`src/sv/gpcd_pkg.sv`:
```
// Shared types and constants for the grouped packed-code dequantizer.
// No dependencies; imported by the unpacker, MAC and core modules.
`default_nettype none

package gpcd_pkg;

    // configuration port
    localparam int CFG_AW = 2;
    localparam int CFG_DW = 13;

    localparam logic [CFG_AW-1:0] CFG_CODE_WIDTH    = 2'd0;
    localparam logic [CFG_AW-1:0] CFG_VECTOR_LENGTH = 2'd1;
    localparam logic [CFG_AW-1:0] CFG_GROUP_LENGTH  = 2'd2;

    localparam logic [3:0]  CODE_WIDTH_RST    = 4'd4;
    localparam logic [12:0] VECTOR_LENGTH_RST = 13'd128;
    localparam logic [12:0] GROUP_LENGTH_RST  = 13'd32;

    // token length limit: the smaller of the vector capacity and 4096
    localparam int MAX_VECTOR = 4096;
    localparam int VEC_LIMIT  = (MAX_VECTOR < 4096) ? MAX_VECTOR : 4096;
    localparam int GRP_LIMIT  = 4096;

    localparam int MAX_GROUPS_DEF = 256;

    // input word kinds
    localparam logic ACT_TABLE = 1'b0;
    localparam logic ACT_BYTE  = 1'b1;

    // table entry: scale in the low half, zero point in the high half
    localparam int ENTRY_W = 64;

    typedef struct packed {
        logic mul_en;
        logic add_en;
    } t_mac_ctrl;

endpackage

`default_nettype wire

```
`src/sv/gpcd_mac.sv`:
```
// Shared multiply-add-saturate unit: code * scale, then + zero point, clipped to 32 bits.
// Depends on gpcd_pkg (control struct).
`default_nettype none

module gpcd_mac (
    input  wire logic                 i_clk,
    input  wire gpcd_pkg::t_mac_ctrl  i_ctrl,
    input  wire logic [7:0]           i_code,
    input  wire logic [63:0]          i_entry,
    output logic      [31:0]          o_value,
    output logic                      o_sat
);
    import gpcd_pkg::*;

    localparam logic signed [41:0] SUM_MAX = 42'sh0007FFFFFFF;
    localparam logic signed [41:0] SUM_MIN = -42'sh00080000000;

    logic signed [40:0] r_prod;
    logic signed [41:0] w_sum;
    logic               w_hi;
    logic               w_lo;

    // 9x32 signed product, registered before the add
    always_ff @(posedge i_clk) begin
        if (i_ctrl.mul_en) begin
            r_prod <= $signed({1'b0, i_code}) * $signed(i_entry[31:0]);
        end
    end

    always_comb begin
        w_sum = $signed({r_prod[40], r_prod})
              + $signed({{10{i_entry[63]}}, i_entry[63:32]});
        w_hi  = (w_sum > SUM_MAX);
        w_lo  = (w_sum < SUM_MIN);
    end

    always_ff @(posedge i_clk) begin
        if (i_ctrl.add_en) begin
            o_sat <= w_hi | w_lo;
            if (w_hi) begin
                o_value <= 32'h7FFF_FFFF;
            end else if (w_lo) begin
                o_value <= 32'h8000_0000;
            end else begin
                o_value <= w_sum[31:0];
            end
        end
    end

endmodule

`default_nettype wire

```
`config.mk`:
```
export PLATFORM = sky130hd
export DESIGN_NAME = gpcd_mac
export DESIGN_NICKNAME = d
export VERILOG_FILES = /design/src/sv/gpcd_pkg.sv /design/src/sv/gpcd_mac.sv
export SDC_FILE = /design/constraint.sdc
export NUM_CORES = 1
export LEC_CHECK = 0
export ABC_AREA = 0
export BUFFER_PORTS_ARGS = -buffer_cell sky130_fd_sc_hd__buf_2
export CAP_MARGIN = 20
export CORE_MARGIN = 2
export CORE_UTILIZATION = 55
export DETAILED_ROUTE_END_ITERATION = 7
export HOLD_SLACK_MARGIN = 0.02
export PLACE_DENSITY = 0.79
export REMOVE_ABC_BUFFERS = 1
export SYNTH_ARGS = -nofsm -noshare
export SYNTH_HDL_FRONTEND = slang
export SYNTH_SLANG_ARGS = --single-unit
```
`constraint.sdc`:
```
create_clock -name i_clk -period 6.8 [get_ports i_clk]
set_input_delay 0 -clock i_clk [delete_from_list [all_inputs] [get_ports i_clk]]
set_output_delay 0 -clock i_clk [all_outputs]
set_load 0.01 [all_outputs]
```
Word-level counts from Yosys, hierarchy flattened
Cells that the tools add are included.
Cells by class
  muxes and demuxes: 1
  bitwise operators: 1
  $lt $le $gt $ge: 2
  add/subtract/negate cells: 1
  multiply operators: 1
Operators by type and width (number)
  41-bit by 32-bit adder with 42-bit output: 1
  42-bit by 32-bit greater-than comparator with 1-bit output (second input constant): 1
  42-bit by 32-bit < comparator with 1-bit output (second input constant): 1
  9-bit by 32-bit multiplier with 41-bit output: 1
  32-bit two-way mux: 1
  1-bit OR: 1
Storage, ports and cells
  logic and storage cells: 9
  bits in registers: 74

Logic depth before layout (Yosys ltp)
Gate-level depths: netlist (run 1).
  depth after elaboration: 3
  mapped depth: 23
  depth with buffers taken out: 22

Worst setup path before layout (run 1)
No wires, ideal clock.
  path type: in2reg
  from: input port i_code[2]
  to: register r_prod[38], data pin
  stages: 21
  path slack: 1714 ps
  setup time: 266 ps
  data arrival time: 4820 ps
  cell sequence: clkbuf_1 nand2_1 fa_1 inv_1 fa_1 fa_1 inv_1 fa_1 inv_1 ha_1 a21oi_1 a21oi_1 or3_1 a221o_1 nor2_1 o21a_1 o211ai_1 a41oi_1 nor2b_1 o41ai_1 xnor2_1
On the way
  cells in the longest elaborated chain, start to end: 1
Ends and longest elaborated chain
  start, declared: line gpcd_mac.sv:8  | input wire logic [7:0] i_code,
  9-bit by 32-bit multiplier with 41-bit output: line gpcd_mac.sv:26  | r_prod <= $signed({1'b0, i_code}) * $signed(i_entry[31:0]);
  end signal, assigned: line gpcd_mac.sv:26
  end, declared: line gpcd_mac.sv:18  | logic signed [40:0] r_prod;
No other way between the ends.
A chain may end at the register's enable or synchronous reset.

Final worst setup path (run 1)
  from: input port i_code[2]
  to: register r_prod[40], data pin
Same word-level chain as after synthesis.

==> metrics.txt, run 1 <==
Worst Path Arrival=5.68 ns; gr ovfl total=0; total power=0.00617 W; yosys warns=0; r2r setup slk=2.54 ns; startpoint types=input pin; Relative slew margins=41.1%; Fmax=178 MHz; Hold EP=r_prod[0]; Setup CP Type=input pin to flop; vias per inst=5.39; leakage=7.15 nW; max cap viols=0; via count=10,100; FFs w/ async S/R, synth=0%; PortBufs=107; Worst R2R Path Depth=14; final hold violation count=0; post-layout min period=5.61 ns; CTS resizes=0; die area=0.0258 mm^2; GRT Util Overall=23.1%; nets@finish=1,940; clk sinks=74; Final period util=82.5%; mean post-synth cell area=9.21 um^2; num ports=108; Diodes inserted=0; quantity of hold-fixing buffers added after cts=0; CTS tree=built; Worst setup EP type=flop; largest net degree at the start of global routing=42; launching point of the worst reg2reg path=r_prod[0]; Worst Tran Pin Value=0.883 ns; Routed Antenna Nets=0; RSZ-0062 raised after global routing=no; required time of the critical path=6.87 ns; prevailing post-synth register cell=edfxtp_1; DRT iter0 DRCs=502; crit-path max FO=32; number of synthesized flops with an enable pin=74; H-tree Lvls=3; cell area after synthesis=0.0135 mm^2; Inserted Clock Buffers=9; worst hold path startpoint=i_entry[0]; vias in the first global route=10,300; outcome=complete, no violations; Worst-Skew Late Latency=0.33 ns; clk buf depth=2; Area Overhead vs Synth=8.01%; Die Height=160 um; number of post-CTS setup repair buffers=0; reg2reg end=o_value[0]; TritonRoute pass-1 iters=5; post-route setup TNS=0 ns; Routability Congestion=0.904; first-pass GRT wire length=48.7 mm; register bit total from synthesis=74; wire per inst=15.2 um; Mapped Cells=1,462; Hold WC Path Type=input pin to flop; initial antenna violation count=0; VDD IR-drop max=0.213 mV; sequential cell area fraction in the yosys report=16.5%; register clock-pin slew on the reported worst setup and hold paths=0.06 ns; Rows=57; Post-Route WL=28.5 mm; Slew Viols, Final=0; Power Density=424 mW/mm^2; post-synth cell types=65; Starting Density=55.7%; # DRC=0; Chip Width=160 um; hold path depth=2; Final HPWL DP=23.6 mm; final setup fails=0; share of cells above drive strength 1=9.43%; Root Driver=clkbuf_16; Worst Skew=0.00551 ns; core region area=0.0242 mm^2
## cell usage in the layout, fill, tap and decap left out, drive strengths merged, types with 14 or more instances in the layout
cell and count:
xor2 23, buf 109, inv 281, nand2 140, fa 199, ha 123
and2 157, a21oi 65, nand3 18, nor3 14, nor2 40, edfxtp 74
o21a 14, xnor2 45, a21o 36, o21ai 68
## logic make-up after synthesis
kind of cell | count (synthesis) | share of synthesized area, %
flops | 74 | 16.5
fa+ha+maj | 322 | 41.0
simple gates | 417 | 16.0
compound gates | 260 | 12.8
mux | 2 | 0.158
buf+inv | 319 | 9.10
xor+xnor | 68 | 4.42
## critical path, cell delays in order
cell       delay, ns
buf_2           0.52
nand2_1         0.17
fa_1            0.56
inv_1           0.05
fa_1            0.50
inv_1           0.05
fa_1            0.48
fa_1            0.56
inv_1           0.04
ha_1            0.33
o21a_1          0.14
o31a_1          0.17
o221ai_1        0.18
a2111oi_0       0.64
nor2_1          0.12
o21a_1          0.26
o211ai_1        0.26
a41oi_1         0.18
o21ai_0         0.22
a21oi_1         0.11
xnor2_1         0.14
## how the worst max path moves through the flow
stage | from | endpoint | slack, ns | depth (start not counted)
4_1_cts | i_code[2] | r_prod[40] | 1.22 | 21
5_1_grt | i_code[2] | r_prod[40] | 0.82 | 20
3_3_place_gp | i_code[2] | r_prod[38] | 1.13 | 21
2_1_floorplan | i_entry[13] | r_prod[38] | 1.93 | 19
3_5_place_dp | i_code[2] | r_prod[40] | 0.87 | 21
6_report | i_code[2] | r_prod[40] | 1.19 | 21
## per-stage QoR
step / hold WS (ns) / instances / area (um^2) / utilization, % / setup WS [ns]
after floorplan: 0.112 / 1423 / 13300 / - / 1.93
after CTS: 0.0872 / 1871 / 14500 / 60.1 / 1.22
after global placement: 0.409 / 1855 / 14200 / 58.9 / 1.13
after detailed placement: 0.409 / 1855 / 14200 / 58.9 / 0.872
final: 0.0908 / 1872 / 14500 / 60.2 / 1.19
after global routing: 0.103 / 1872 / 14500 / 60.2 / 0.818
## area by class of cell
class | instances | area, um^2
Tap cell | 324 | 405
Sequential cell | 74 | 2220
Multi-Input combinational cell | 1069 | 10000
Clock buffer | 11 | 233
Fill cell | 2116 | 9630
Inverter | 280 | 1050
Clock inverter | 5 | 53.8
Timing Repair Buffer | 109 | 558
## cells in the mapped netlist, types with 13 or more instances
library cell / n / share of area [%]
nor2_1: 40 / 1.1
and2_1: 155 / 7.2
a21o_1: 36 / 2.0
a21oi_1: 63 / 2.3
fa_1: 199 / 30
xnor2_1: 45 / 2.9
inv_1: 280 / 7.8
edfxtp_1: 74 / 16
nand3_1: 18 / 0.67
nand2_1: 140 / 3.9
o21a_1: 14 / 0.78
nor3_1: 13 / 0.48
o21ai_1: 34 / 1.3
ha_1: 123 / 11
o21ai_0: 34 / 1.3
clkbuf_1: 33 / 0.92
xor2_1: 23 / 1.5
## layer usage
| metal | global-route usage (%) | share of wire, % | vias to the layer above |
|---|---|---|---|
| met5 | 0 | 0 | - |
| met2 | 38.2 | 46 | 307 |
| met1 | 31.9 | 47 | 4881 |
| met4 | 5.90 | 1.7 | 0 |
| li1 | - | - | 4873 |
| met3 | 3.67 | 5.7 | 38 |
## power by group
| part | total, W | switching (W) | internal [W] |
|---|---|---|---|
| Sequential | 0.00101 | 0.0000633 | 0.000949 |
| Clock | 0.000456 | 0.000173 | 0.000283 |
| Combinational | 0.00470 | 0.00270 | 0.00201 |
## flip-flops by register name, indices dropped and copies added, names as in the netlist
| register | flops |
|---|---|
| r_prod | 41 |
| o_value | 32 |
| o_sat | 1 |
No activity file was read; power rests on OpenSTA's default activity.
==> run 2, diff against run 1 <==
- clock period: 6.8 -> 5.55 ns (I/O delays scaled with it)
==> metrics.txt, run 2 (synthesis gave the netlist of run 1 again) <==
quantity of hold-fixing buffers added after cts=0 (unchanged); VDD IR-drop max=0.251 mV (was 0.213 mV); gr ovfl total=0 (unchanged); Relative slew margins=41.3% (was 41.1%); # DRC=0 (unchanged); die area=0.0258 mm^2 (unchanged); max reg flops=41 (unchanged); Final HPWL DP=23.6 mm (about the same); PortBufs=107 (unchanged); most frequent cells in the layout=280 x inv_1, 199 x fa_1, 155 x and2_1 (unchanged); hold path depth=2 (unchanged); Worst-Skew Late Latency=0.34 ns (was 0.33 ns); outcome=complete, no violations (unchanged); Chip Width=160 um (unchanged); nets@finish=1,947 (was 1,940); vias in the first global route=10,400 (was 10,300); Inserted Clock Buffers=9 (unchanged); startpoint types=input pin (unchanged); H-tree Lvls=3 (unchanged); Rows=57 (unchanged); Worst R2R Path Depth=14 (unchanged); Starting Density=55.7% (unchanged); fin cells=1,879 (was 1,872); Slew Viols, Final=0 (unchanged); Largest regs=r_prod x41, o_value x32, o_sat x1 (unchanged); clk buf depth=2 (unchanged); CP Buf/Inv Count=5 (was 4); Worst setup EP type=flop (unchanged); Final period util=94.6%; DRT iter0 DRCs=518 (was 502); Placed Instances=1,863 (was 1,855); Worst Path Arrival=5.32 ns (was 5.68 ns); register clock-pin slew on the reported worst setup and hold paths=0.05 ns (was 0.06 ns); final setup fails=0 (unchanged); Post-Route WL=28.0 mm (was 28.5 mm); required time of the critical path=5.62 ns (was 6.87 ns); Routability Congestion=0.934 (was 0.904); Hold WC Path Type=input pin to flop (unchanged); crit-path max FO=21 (was 32); TritonRoute pass-1 iters=4 (was 5); launching point of the worst reg2reg path=r_prod[0] (unchanged); Fmax=190 MHz; reg2reg end=o_value[0] (unchanged); r2r setup slk=1.39 ns (was 2.54 ns); final hold violation count=0 (unchanged); Setup CP Type=input pin to flop (unchanged); leakage=7.18 nW (was 7.15 nW); core region area=0.0242 mm^2 (unchanged); vias per inst=5.35 (was 5.39); Top reg by flops=r_prod (unchanged); crit-path most repeated cell=fa_1 (unchanged); max incr delay on CP=0.53 ns (was 0.64 ns); Worst Setup Slack post-DPL=-0.126 ns (was 0.872 ns); Critical Path, Cell by Cell=buf_2 -> buf_4 -> nand2_1 -> fa_1 -> inv_1 -> fa_1 -> fa_1 -> inv_1 -> fa_1 -> inv_1 -> ha_1 -> a21o_1 -> a21oi_1 -> o21ai_0 -> a221o_1 -> nor2_1 -> o21a_1 -> o211ai_1 -> a41oi_1 -> nor2b_1 -> o41ai_1 -> xnor2_1 (was buf_2 -> nand2_1 -> fa_1 -> inv_1 -> fa_1 -> inv_1 -> fa_1 -> fa_1 -> inv_1 -> ha_1 -> o21a_1 -> o31a_1 -> o221ai_1 -> a2111oi_0 -> nor2_1 -> o21a_1 -> o211ai_1 -> a41oi_1 -> o21ai_0 -> a21oi_1 -> xnor2_1); WP depth=22 (was 21); post-layout min period=5.25 ns; Diodes inserted=0 (unchanged); via count=10,100 (about the same); Die Height=160 um (unchanged); delay-heaviest family, CP=adder cells (unchanged); post-route setup slack=0.299 ns (was 1.19 ns); num ports=108 (unchanged); clk sinks=74 (unchanged); worst hold path startpoint=i_entry[0] (unchanged); Worst Tran Pin Value=0.881 ns (was 0.883 ns); commonest non-fill, non-tap cell in the layout=inv_1 (unchanged); Root Driver=clkbuf_16 (unchanged); GRT Util Overall=23.2% (was 23.1%); Worst Skew=0.00738 ns (was 0.00551 ns); CTS tree=built (unchanged); Power Density=514 mW/mm^2 (was 424 mW/mm^2); largest net degree at the start of global routing=42 (unchanged); share of cells above drive strength 1=10.1% (was 9.43%); initial antenna violation count=0 (unchanged); Hold EP=r_prod[0] (unchanged); max cap viols=0 (unchanged); Routed Antenna Nets=0 (unchanged); slowest cell on the critical path=fa_1 (was a2111oi_0); Area Overhead vs Synth=8.45% (was 8.01%); wire per inst=14.9 um (was 15.2 um); first-pass GRT wire length=49.4 mm (was 48.7 mm)
## run 2: timing repair
item,CTS,global route
endpoints found under the hold margin,0,0
setup buffers,0,0
endpoints found under the setup margin,0,4
gates resized for setup,0,2
## run 2: worst max-delay path by stage
stage / start / end / slack, ns
after floorplan: i_entry[13] / r_prod[38] / 0.68
after global placement: i_code[2] / r_prod[40] / -0.02
after detailed placement: i_code[2] / r_prod[38] / -0.13
after CTS: i_code[2] / r_prod[38] / 0.23
after global routing: i_code[1] / r_prod[38] / -0.005
final: i_code[0] / r_prod[38] / 0.30
## run 2: metrics by stage
| step | utilization, % | TNS, ns | cell area [um^2] | power (W) | hold WS (ns) |
|---|---|---|---|---|---|
| after floorplan | - | 0 | 13300 | 0.00568 | 0.112 |
| after global placement | 59.2 | -0.0277 | 14300 | 0.00674 | 0.411 |
| after detailed placement | 59.2 | -0.300 | 14300 | 0.00691 | 0.410 |
| after CTS | 60.4 | 0 | 14600 | 0.00751 | 0.144 |
| after global routing | 60.4 | -0.00485 | 14600 | 0.00838 | 0.156 |
| final | 60.4 | 0 | 14600 | 0.00750 | 0.165 |
## run 2: layout make-up
class,count,area (um^2)
inverter,280,1050
clock buffer,9,225
timing repair buffer,116,603
multi-input combinational,1069,10000
fill,2027,9570
tap,324,405
sequential,74,2220
clock inverter,7,68.8
## run 2: worst reg2reg max path, cell delays in order (launching register included)
cell	delay, ns
edfxtp_1	0.39
ha_1	0.24
fa_1	0.44
a211oi_1	0.31
o21ai_1	0.17
nand3_1	0.16
a21oi_1	0.09
o21a_1	0.25
o2111ai_2	0.27
a211oi_1	0.11
nor3b_1	0.30
or4b_4	0.51
o41ai_4	0.20
buf_4	0.31
o21ai_0	0.15
## run 2: layer usage
| layer | vias up | track usage [%] | part of all wire (%) |
|---|---|---|---|
| met1 | 4843 | 34.3 | 48 |
| li1 | 4885 | - | - |
| met5 | - | 0 | 0 |
| met3 | 32 | 3.62 | 6.4 |
| met2 | 299 | 36.0 | 44 |
| met4 | 0 | 5.90 | 1.6 |
## run 2: where the power goes
part           switching [W]  internal, W  leakage [nW]  total, W
Clock               0.000213     0.000346         0.143  0.000559
Combinational        0.00324      0.00246          6.34   0.00571
Sequential         0.0000747      0.00116         0.700   0.00124
Total                0.00353      0.00397          7.18   0.00750
