**config.mk**
```make
export PLATFORM = sky130hd
export DESIGN_NAME = gpcd_unpack
export DESIGN_NICKNAME = d
export VERILOG_FILES = /design/src/sv/gpcd_pkg.sv /design/src/sv/gpcd_unpack.sv
export SDC_FILE = /design/constraint.sdc
export NUM_CORES = 1
export LEC_CHECK = 0
export BUFFER_PORTS_ARGS = -buffer_cell sky130_fd_sc_hd__buf_2
export CORE_MARGIN = 5
export CORE_UTILIZATION = 63
export DETAILED_ROUTE_END_ITERATION = 12
export MAX_ROUTING_LAYER = met4
export PLACE_DENSITY = 0.86
export SYNTH_ARGS = -nofsm -noshare
export SYNTH_HDL_FRONTEND = slang
export SYNTH_SLANG_ARGS = --single-unit
```
**constraint.sdc**
```tcl
create_clock -name i_clk -period 8.6 [get_ports i_clk]
set_clock_uncertainty 0.2 [all_clocks]
set_input_delay 0.86 -clock i_clk [delete_from_list [all_inputs] [get_ports i_clk]]
set_output_delay 0.86 -clock i_clk [all_outputs]
set_load 0.005 [all_outputs]
```
**src/sv/gpcd_pkg.sv**
```systemverilog
// Shared types and constants for the grouped packed-code dequantizer.
// No dependencies; imported by the unpacker, MAC and core modules.
`default_nettype none

package gpcd_pkg;

    // configuration port
    localparam int CFG_AW = 2;
    localparam int CFG_DW = 13;

    localparam logic [CFG_AW-1:0] CFG_CODE_WIDTH    = 2'd0;
    localparam logic [CFG_AW-1:0] CFG_VECTOR_LENGTH = 2'd1;
    localparam logic [CFG_AW-1:0] CFG_GROUP_LENGTH  = 2'd2;

    localparam logic [3:0]  CODE_WIDTH_RST    = 4'd4;
    localparam logic [12:0] VECTOR_LENGTH_RST = 13'd128;
    localparam logic [12:0] GROUP_LENGTH_RST  = 13'd32;

    // token length limit: the smaller of the vector capacity and 4096
    localparam int MAX_VECTOR = 4096;
    localparam int VEC_LIMIT  = (MAX_VECTOR < 4096) ? MAX_VECTOR : 4096;
    localparam int GRP_LIMIT  = 4096;

    localparam int MAX_GROUPS_DEF = 256;

    // input word kinds
    localparam logic ACT_TABLE = 1'b0;
    localparam logic ACT_BYTE  = 1'b1;

    // table entry: scale in the low half, zero point in the high half
    localparam int ENTRY_W = 64;

    typedef struct packed {
        logic mul_en;
        logic add_en;
    } t_mac_ctrl;

endpackage

`default_nettype wire

```
**src/sv/gpcd_unpack.sv**
```systemverilog
// Bit unpacker and sequencer: config registers, bit buffer, token/group counters,
// and the per-code step control for the table read and the shared MAC.
// Depends on gpcd_pkg.
`default_nettype none

module gpcd_unpack #(
    parameter int MAX_GROUPS = gpcd_pkg::MAX_GROUPS_DEF
) (
    input  wire logic                                            i_clk,
    input  wire logic                                            i_rst_n,
    input  wire logic                                            i_cfg_we,
    input  wire logic [gpcd_pkg::CFG_AW-1:0]                     i_cfg_addr,
    input  wire logic [gpcd_pkg::CFG_DW-1:0]                     i_cfg_data,
    input  wire logic                                            i_valid,
    output logic                                                 o_ready,
    input  wire logic                                            i_action,
    input  wire logic [7:0]                                      i_slot,
    input  wire logic [7:0]                                      i_byte,
    output logic                                                 o_we,
    output logic [((MAX_GROUPS > 1) ? $clog2(MAX_GROUPS) : 1)-1:0] o_waddr,
    output logic                                                 o_re,
    output logic [((MAX_GROUPS > 1) ? $clog2(MAX_GROUPS) : 1)-1:0] o_raddr,
    output gpcd_pkg::t_mac_ctrl                                  o_ctrl,
    output logic [7:0]                                           o_code,
    output logic                                                 o_valid,
    input  wire logic                                            i_ready,
    output logic [11:0]                                          o_coord,
    output logic                                                 o_last
);
    import gpcd_pkg::*;

    localparam int GW = (MAX_GROUPS > 1) ? $clog2(MAX_GROUPS) : 1;

    localparam logic [2:0] ST_IDLE  = 3'd0;
    localparam logic [2:0] ST_CHECK = 3'd1;
    localparam logic [2:0] ST_MUL   = 3'd2;
    localparam logic [2:0] ST_ADD   = 3'd3;
    localparam logic [2:0] ST_OUT   = 3'd4;

    logic [3:0]  r_cw;
    logic [12:0] r_vl;
    logic [12:0] r_gl;

    logic [2:0]    r_state, n_state;
    logic [14:0]   r_buf,   n_buf;
    logic [3:0]    r_cnt,   n_cnt;
    logic [11:0]   r_pos,   n_pos;
    logic [11:0]   r_gpos,  n_gpos;
    logic [GW-1:0] r_grp,   n_grp;
    logic [7:0]    r_code,  n_code;
    logic          r_last,  n_last;

    logic [3:0]  w_cw;
    logic [12:0] w_vl;
    logic [12:0] w_gl;
    logic [7:0]  w_mask;
    logic [12:0] w_slot;
    logic [12:0] w_gpos_inc;
    logic        w_cfg_hit;

    // effective register values: zero acts as one, large values clamp
    always_comb begin
        if (r_cw == 4'd0)      w_cw = 4'd1;
        else if (r_cw > 4'd8)  w_cw = 4'd8;
        else                   w_cw = r_cw;

        if (r_vl == 13'd0)                 w_vl = 13'd1;
        else if (r_vl > 13'(VEC_LIMIT))    w_vl = 13'(VEC_LIMIT);
        else                               w_vl = r_vl;

        if (r_gl == 13'd0)                 w_gl = 13'd1;
        else if (r_gl > 13'(GRP_LIMIT))    w_gl = 13'(GRP_LIMIT);
        else                               w_gl = r_gl;
    end

    assign w_mask     = 8'hFF >> (4'd8 - w_cw);
    assign w_slot     = {5'd0, i_slot};
    assign w_gpos_inc = {1'b0, r_gpos} + 13'd1;
    assign w_cfg_hit  = i_cfg_we && (i_cfg_addr == CFG_CODE_WIDTH
                                  || i_cfg_addr == CFG_VECTOR_LENGTH
                                  || i_cfg_addr == CFG_GROUP_LENGTH);

    assign o_ready = (r_state == ST_IDLE);
    assign o_valid = (r_state == ST_OUT);
    assign o_we    = o_ready && i_valid && (i_action == ACT_TABLE)
                  && (w_slot < 13'(MAX_GROUPS));
    assign o_waddr = w_slot[GW-1:0];
    assign o_raddr = r_grp;
    assign o_code  = r_code;
    assign o_coord = r_pos;
    assign o_last  = r_last;

    always_comb begin
        n_state = r_state;
        n_buf   = r_buf;
        n_cnt   = r_cnt;
        n_pos   = r_pos;
        n_gpos  = r_gpos;
        n_grp   = r_grp;
        n_code  = r_code;
        n_last  = r_last;
        o_re    = 1'b0;
        o_ctrl  = '0;

        unique case (r_state)
            ST_IDLE: begin
                if (i_valid && i_action == ACT_BYTE) begin
                    n_buf   = r_buf | ({7'd0, i_byte} << r_cnt[2:0]);
                    n_cnt   = r_cnt + 4'd8;
                    n_state = ST_CHECK;
                end
            end
            ST_CHECK: begin
                if (r_cnt >= w_cw) begin
                    o_re    = 1'b1;
                    n_code  = r_buf[7:0] & w_mask;
                    n_buf   = r_buf >> w_cw;
                    n_cnt   = r_cnt - w_cw;
                    n_last  = ({1'b0, r_pos} + 13'd1) >= w_vl;
                    n_state = ST_MUL;
                end else begin
                    n_state = ST_IDLE;
                end
            end
            ST_MUL: begin
                o_ctrl.mul_en = 1'b1;
                n_state       = ST_ADD;
            end
            ST_ADD: begin
                o_ctrl.add_en = 1'b1;
                n_state       = ST_OUT;
            end
            ST_OUT: begin
                if (i_ready) begin
                    if (r_last) begin
                        // token done: padding bits are dropped
                        n_buf   = '0;
                        n_cnt   = '0;
                        n_pos   = '0;
                        n_gpos  = '0;
                        n_grp   = '0;
                        n_state = ST_IDLE;
                    end else begin
                        n_pos   = r_pos + 12'd1;
                        n_state = ST_CHECK;
                        if (w_gpos_inc >= w_gl) begin
                            n_gpos = '0;
                            if (r_grp < GW'(MAX_GROUPS - 1)) begin
                                n_grp = r_grp + GW'(1);
                            end
                        end else begin
                            n_gpos = w_gpos_inc[11:0];
                        end
                    end
                end
            end
            default: n_state = ST_IDLE;
        endcase

        // any register write restarts the token
        if (w_cfg_hit) begin
            n_buf  = '0;
            n_cnt  = '0;
            n_pos  = '0;
            n_gpos = '0;
            n_grp  = '0;
        end
    end

    always_ff @(posedge i_clk) begin
        if (!i_rst_n) begin
            r_cw    <= CODE_WIDTH_RST;
            r_vl    <= VECTOR_LENGTH_RST;
            r_gl    <= GROUP_LENGTH_RST;
            r_state <= ST_IDLE;
            r_buf   <= '0;
            r_cnt   <= '0;
            r_pos   <= '0;
            r_gpos  <= '0;
            r_grp   <= '0;
            r_last  <= 1'b0;
        end else begin
            if (i_cfg_we) begin
                unique case (i_cfg_addr)
                    CFG_CODE_WIDTH:    r_cw <= i_cfg_data[3:0];
                    CFG_VECTOR_LENGTH: r_vl <= i_cfg_data;
                    CFG_GROUP_LENGTH:  r_gl <= i_cfg_data;
                    default: ;
                endcase
            end
            r_state <= n_state;
            r_buf   <= n_buf;
            r_cnt   <= n_cnt;
            r_pos   <= n_pos;
            r_gpos  <= n_gpos;
            r_grp   <= n_grp;
            r_last  <= n_last;
        end
    end

    always_ff @(posedge i_clk) begin
        r_code <= n_code;
    end

endmodule

`default_nettype wire

```
After elaboration in Yosys (flattened, before gate mapping):

Index checks and enable logic that the tools add are counted.
W data, S select, Z words.

* logic and storage cells: 98
* bits of input ports: 37
* register bits after elaboration: 93
* output and inout port bits: 43

* equality and inequality tests: 10
* mux-type cells: 31
* add/sub/neg operators: 7
* bitwise operators: 4
* shift-type cells: 3
* reduce and logical (&&, ||, !) cells: 24
* order comparisons: 8

Operator list (number)
* $mux W15: 4
* $mux W13: 4
* $pmux W15 S3: 1
* $mux W12: 3
* $add A12 B1 Y13 const B: 2
* $ge A13 B13 Y1: 2
* $gt A13 B13 Y1 const B: 2
* $logic_not A13 Y1: 2
* $mux W4: 6
* $mux W8: 3
* $or A15 B15 Y15: 1
* $pmux W3 S5: 1
* $shl A8 B3 Y15: 1
* $shr A15 B4 Y15: 1
* $add A12 B1 Y12 const B: 1
* $pmux W4 S3: 1
* $reduce_and A2 Y1: 6
* $lt A8 B9 Y1 const B: 1
* $add A8 B1 Y8 const B: 1
* $and A8 B8 Y8: 1
* $lt A8 B8 Y1 const B: 1
* $shr A8 B4 Y8 const A: 1
* $eq A3 B2 Y1 const B: 2
* $mux W3: 2
* other kinds (24): 37

Longest topological paths before layout:

* word-level depth: 6
* gate-level depth with buffers: 15
* mapped depth without buffers: 14

Worst setup path before layout:

OpenSTA, ideal clock, no wires.

* path kind: reg2reg
* start: reg r_gpos[0]
* end: reg r_grp[7], in the netlist o_raddr[7]
* setup time: 0.075 ns
* path slack: 5.337 ns
* clock period less this slack: 3.263 ns
* cell stages (with the launch flop): 16
* required time: 8.325 ns
* arrival time: 2.988 ns
* path buffers: 1
* cells stage by stage: dfxtp_1 ha_1 nand3_1 nor2_1 and3_1 nand3_1 xnor2_1 ha_1 a211oi_1 o21ai_1 a2111oi_2 nand3_1 nand2_1 buf_4 o21ai_0 a31oi_1

* word-level cells in the longest chain between the ends: 4

RTL lines
* from (decl): RTL line gpcd_unpack.sv:48 `logic [11:0] r_gpos, n_gpos;`
* from (signal assigned): RTL line gpcd_unpack.sv:195 `r_gpos <= n_gpos;`
* $add A12 B1 Y13: RTL line gpcd_unpack.sv:78 `assign w_gpos_inc = {1'b0, r_gpos} + 13'd1;`
* $ge A13 B13 Y1: RTL line gpcd_unpack.sv:146 `if (w_gpos_inc >= w_gl) begin`
* $reduce_bool A2 Y1 (no line)
* $reduce_and A4 Y1 (no line)
* to (signal assigned): RTL line gpcd_unpack.sv:196 `r_grp <= n_grp;`
* to (decl): RTL line gpcd_unpack.sv:49 `logic [GW-1:0] r_grp, n_grp;`

No other way between the ends.
A chain may end at the register's enable or synchronous reset.

Worst setup path after layout:

* start: reg r_cw[1]
* end: out o_re

* word-level cells in the longest chain between the ends: 6
* elaborated cells on any way between the ends: 7
* classes of those cells: order compare: 2; mux: 4; reduce/logical: 1

RTL lines
* from (decl): RTL line gpcd_unpack.sv:40 `logic [3:0] r_cw;`
* from (signal assigned): RTL line gpcd_unpack.sv:185 `CFG_CODE_WIDTH: r_cw <= i_cfg_data[3:0];`
* $gt A4 B4 Y1: RTL line gpcd_unpack.sv:64 `else if (r_cw > 4'd8) w_cw = 4'd8;`
* $mux W4: RTL line gpcd_unpack.sv:64
* $mux W4 (*): RTL line gpcd_unpack.sv:63 `if (r_cw == 4'd0) w_cw = 4'd1;`
* $ge A4 B4 Y1 (*): RTL line gpcd_unpack.sv:114 `if (r_cnt >= w_cw) begin`
* $mux W1 (*): RTL line gpcd_unpack.sv:114
* $mux W1 (*): RTL line gpcd_unpack.sv:105 `unique case (r_state)`
* to (decl): RTL line gpcd_unpack.sv:21 `output logic o_re,`

Every way passes the cells marked *; elsewhere a longest branch is shown, timed or not.

==> out/metrics.yaml <==
status:
  status: "finished, final reports clean"
synthesis:
  syn_area_um2: 6220
  synth-edff-count: 8
  ys_ff_latch: 93
  synth.area.mux_share: 0.0726
  ys_seq_area_frac: 0.312
  synth_cells: 783
  netlist_top_cells_area: "dfxtp_1 (27%), nand2_1 (7.9%), ha_1 (7.4%)"
  yosys_warnings: 0
  synthArstFlopShare: 0
  syn_avg_cell_area_um2: 7.95
  synth_compound_gate_area_share: 0.191
  synth_top_family_by_area: "simple AND/OR/NAND/NOR gates"
  yosysTopAreaCellShare: 0.273
  synth_top_area_cell: "dfxtp_1"
  yosysUniqueCellTypes: 73
  synth_fp_nets: 858
  synth_xor_xnor_area_share: 0.0450
  ys.flop_type: "dfxtp_1"
  synthAdderAreaFrac: 0.0776
  synth-simple-area-share: 0.243
clock_network:
  cts_tree: "done"
  htreeDepth: 3
  cts.sinks: 93
  hold_buffers: 0
  clk_pin_slew_worst_paths_ps: 100
  post_cts_buffers: 0
  clock_tree.buffer_depth: 2
  cts_buffers: 9
  clk_latency_ps: 370
  ctsResizeCount: 0
  cts_root_buf: "clkbuf_8"
setup_path:
  worstSetupPathType: "flip-flop to output port"
  cp.required_ps: 7540
  rr_startpoint: "r_gpos[0]"
  slowest_stage: "dfxtp_1"
  startpoint: "r_cw[1]"
  max_stage_delay_ps: 820
  reg2regPathDepth: 14
  worstPathCellList: "o21ba_2 > nor2_4 > ha_1 > fa_1 > a31oi_1 > o21ai_2 > inv_1 > buf_2"
  critPathMaxFanout: 21
  cp-endpoint: "o_re"
  reg2reg_to: "o_raddr[2]"
  cp-start-kind: "flip-flop"
  r2r_slack_ps: 4690
  critical_path.endpoint_type: "output port"
  crit_arrival_ps: 3270
finish:
  drive_above_1_share: 0.126
  diodes: 0
  syn2layout_area_growth_pct: 6.69
  fin_nets: 882
timing:
  max_freq_mhz: 231
  timing.final.crit_period_ps: 4330
  final-hold-violation-count: 0
  post-route-period-util: 0.503
  worst_slack_ps: 4270
  rsz0062_at_grt: "no"
  setup_tns_ps: 0
  setup_violations: 0
  relSlewSlack: 0.359
  final-max-slew-violation-count: 0
  worstMarginPinSlew_ps: 961
drt:
  ant_nets: 0
  first_pass_iters: 6
  num_vias: 5846
  drt_wl_total_mm: 16.2
  wire_per_inst_um: 17.1
  drt_iter0_markers: 593
  viasPerCell: 6.19
  drcViolationCount: 0
die:
  initial_utilization: 0.643
  io_pins: 80
  die_h_um: 109
  rows: 36
  die_w_um: 109
  dieArea_um2: 12000
  core_um2: 9680
grt:
  grt_max_degree: 36
  grt-ovfl-total: 0
  antenna_found_initial: 0
  grt_pass1_vias: 5527
  grt_pass1_wl_mm: 26.3
  track_usage: 0.284
place:
  place_hpwl_mm: 12.0
  place_ws_ps: 4730
  port_buffers: 63
  place.gp.congestion: 1.02
run:
  maxCapViolCount: 0
hold_path:
  hp-class: "flip-flop to flip-flop"
pwr:
  p_per_area_nw_per_um2: 128
  vdd_drop_max_v: 0.0000800
  p_leak_nw: 2.68
registers in the layout, indices dropped and copies added (netlist names):
name	count
r_state	3
o_coord	12
r_gl	13
r_cw	4
o_code	8
r_gpos	12
r_vl	13
o_last	1
o_raddr	8
r_buf	15
r_cnt	4
worst max-delay path: cells and delay by family, from the launching register on:
family | cells | cell delay, ps
compound gates | 3 | 670
fa+ha+maj | 2 | 680
buf+inv | 2 | 590
flops | 1 | 820
simple gates | 1 | 110
cell usage after synthesis, types with 3 or more instances:
cell type and number:
a211oi_1 9, a21boi_0 26, a21oi_1 37, a22oi_1 3, a31oi_1 10, and2_1 4
and3_1 16, and3b_1 3, buf_2 11, buf_4 11, buf_6 3, clkbuf_1 28
dfxtp_1 85, edfxtp_1 8, ha_1 37, inv_1 18, mux2_2 6, mux2i_1 35
nand2_1 131, nand2b_1 5, nand3_1 24, nand3b_1 4, nand4_1 3, nor2_1 84
nor2b_1 11, nor3_1 19, nor4_1 8, nor4b_1 3, o2111ai_1 3, o211a_1 4
o211ai_1 5, o21a_1 3, o21ai_0 38, o21ai_1 4, o221ai_1 4, o311ai_0 5
o41ai_1 3, xnor2_1 15, xor2_1 17
stage by stage:
stage	std cells	power, W	hold WS [ps]	cell area [um2]	utilization
after global placement	929	0.000572	261	6460	0.667
final	945	0.000853	287	6640	0.686
after detailed placement	929	0.000575	275	6460	0.667
after global routing	945	0.000884	316	6640	0.686
after floorplan	783	0.000546	243	6220	-
after CTS	945	0.000853	288	6640	0.686
power by group:
group          leakage (nW)  internal (W)  switching (W)
sequential            0.758      0.000445      0.0000125
combinational          1.83     0.0000421      0.0000677
clock                0.0896      0.000122       0.000163
total                  2.68      0.000610       0.000243
worst min path at each step:
stage	from	end	slack, ps	cells after the start
2_1_floorplan	r_gl[0]	r_gl[0]	240	2
3_3_place_gp	r_vl[0]	r_vl[0]	260	2
3_5_place_dp	r_gl[7]	r_gl[7]	280	2
4_1_cts	r_gl[7]	r_gl[7]	290	2
5_1_grt	r_vl[3]	r_vl[3]	320	2
6_report	r_gl[7]	r_gl[7]	290	2
area by class of cell:
cell class	count	area (um2)
Multi-Input combinational cell	616	3920
Fill cell	819	3040
Sequential cell	93	1940
Timing Repair Buffer	67	345
Tap cell	133	166
Clock buffer	12	155
Inverter	20	87.6
Clock inverter	4	30.0
routing by layer:
metal / vias to the layer above / wire, um / global-route usage
li1: 2804 / - / -
met1: 2760 / 6870 / 0.350
met2: 244 / 7790 / 0.468
met3: 38 / 1030 / 0.0364
met4: 0 / 461 / 0.127
met5: - / 0 / -
kinds of logic (layout without fill, tap and decap cells):
group	count (synthesis)	after routing
AND/OR/NAND/NOR	326	326
flip-flops	93	93
XOR/XNOR	32	32
adder cells (fa/ha/maj)	38	38
AO/OA/AOI/OAI	177	177
multiplexers	43	43
buffers and inverters	74	103
placed cells by master (no fill, tap or decap), drive strengths merged, types with 3 or more instances in the layout:
cell type    n
o221ai       4
nor2        85
nor4         8
nand4        3
o211ai       5
o211a        4
edfxtp       8
a22oi        3
nand2      131
mux2         7
and2         4
ha          37
a21boi      27
buf         67
xnor2       15
nor4b        3
o21ai       44
xor2        17
nor2b       11
nand3b       4
nand3       25
dfxtp       85
a211oi       9
o2111ai      3
and3b        3
nor3        20
clkbuf      12
o41ai        3
o31ai        3
mux2i       35
inv         21
o21a         3
and3        16
o311ai       5
nand2b       6
a31oi       10
a21oi       37
Note: power is estimated with default switching activity, not from simulation.
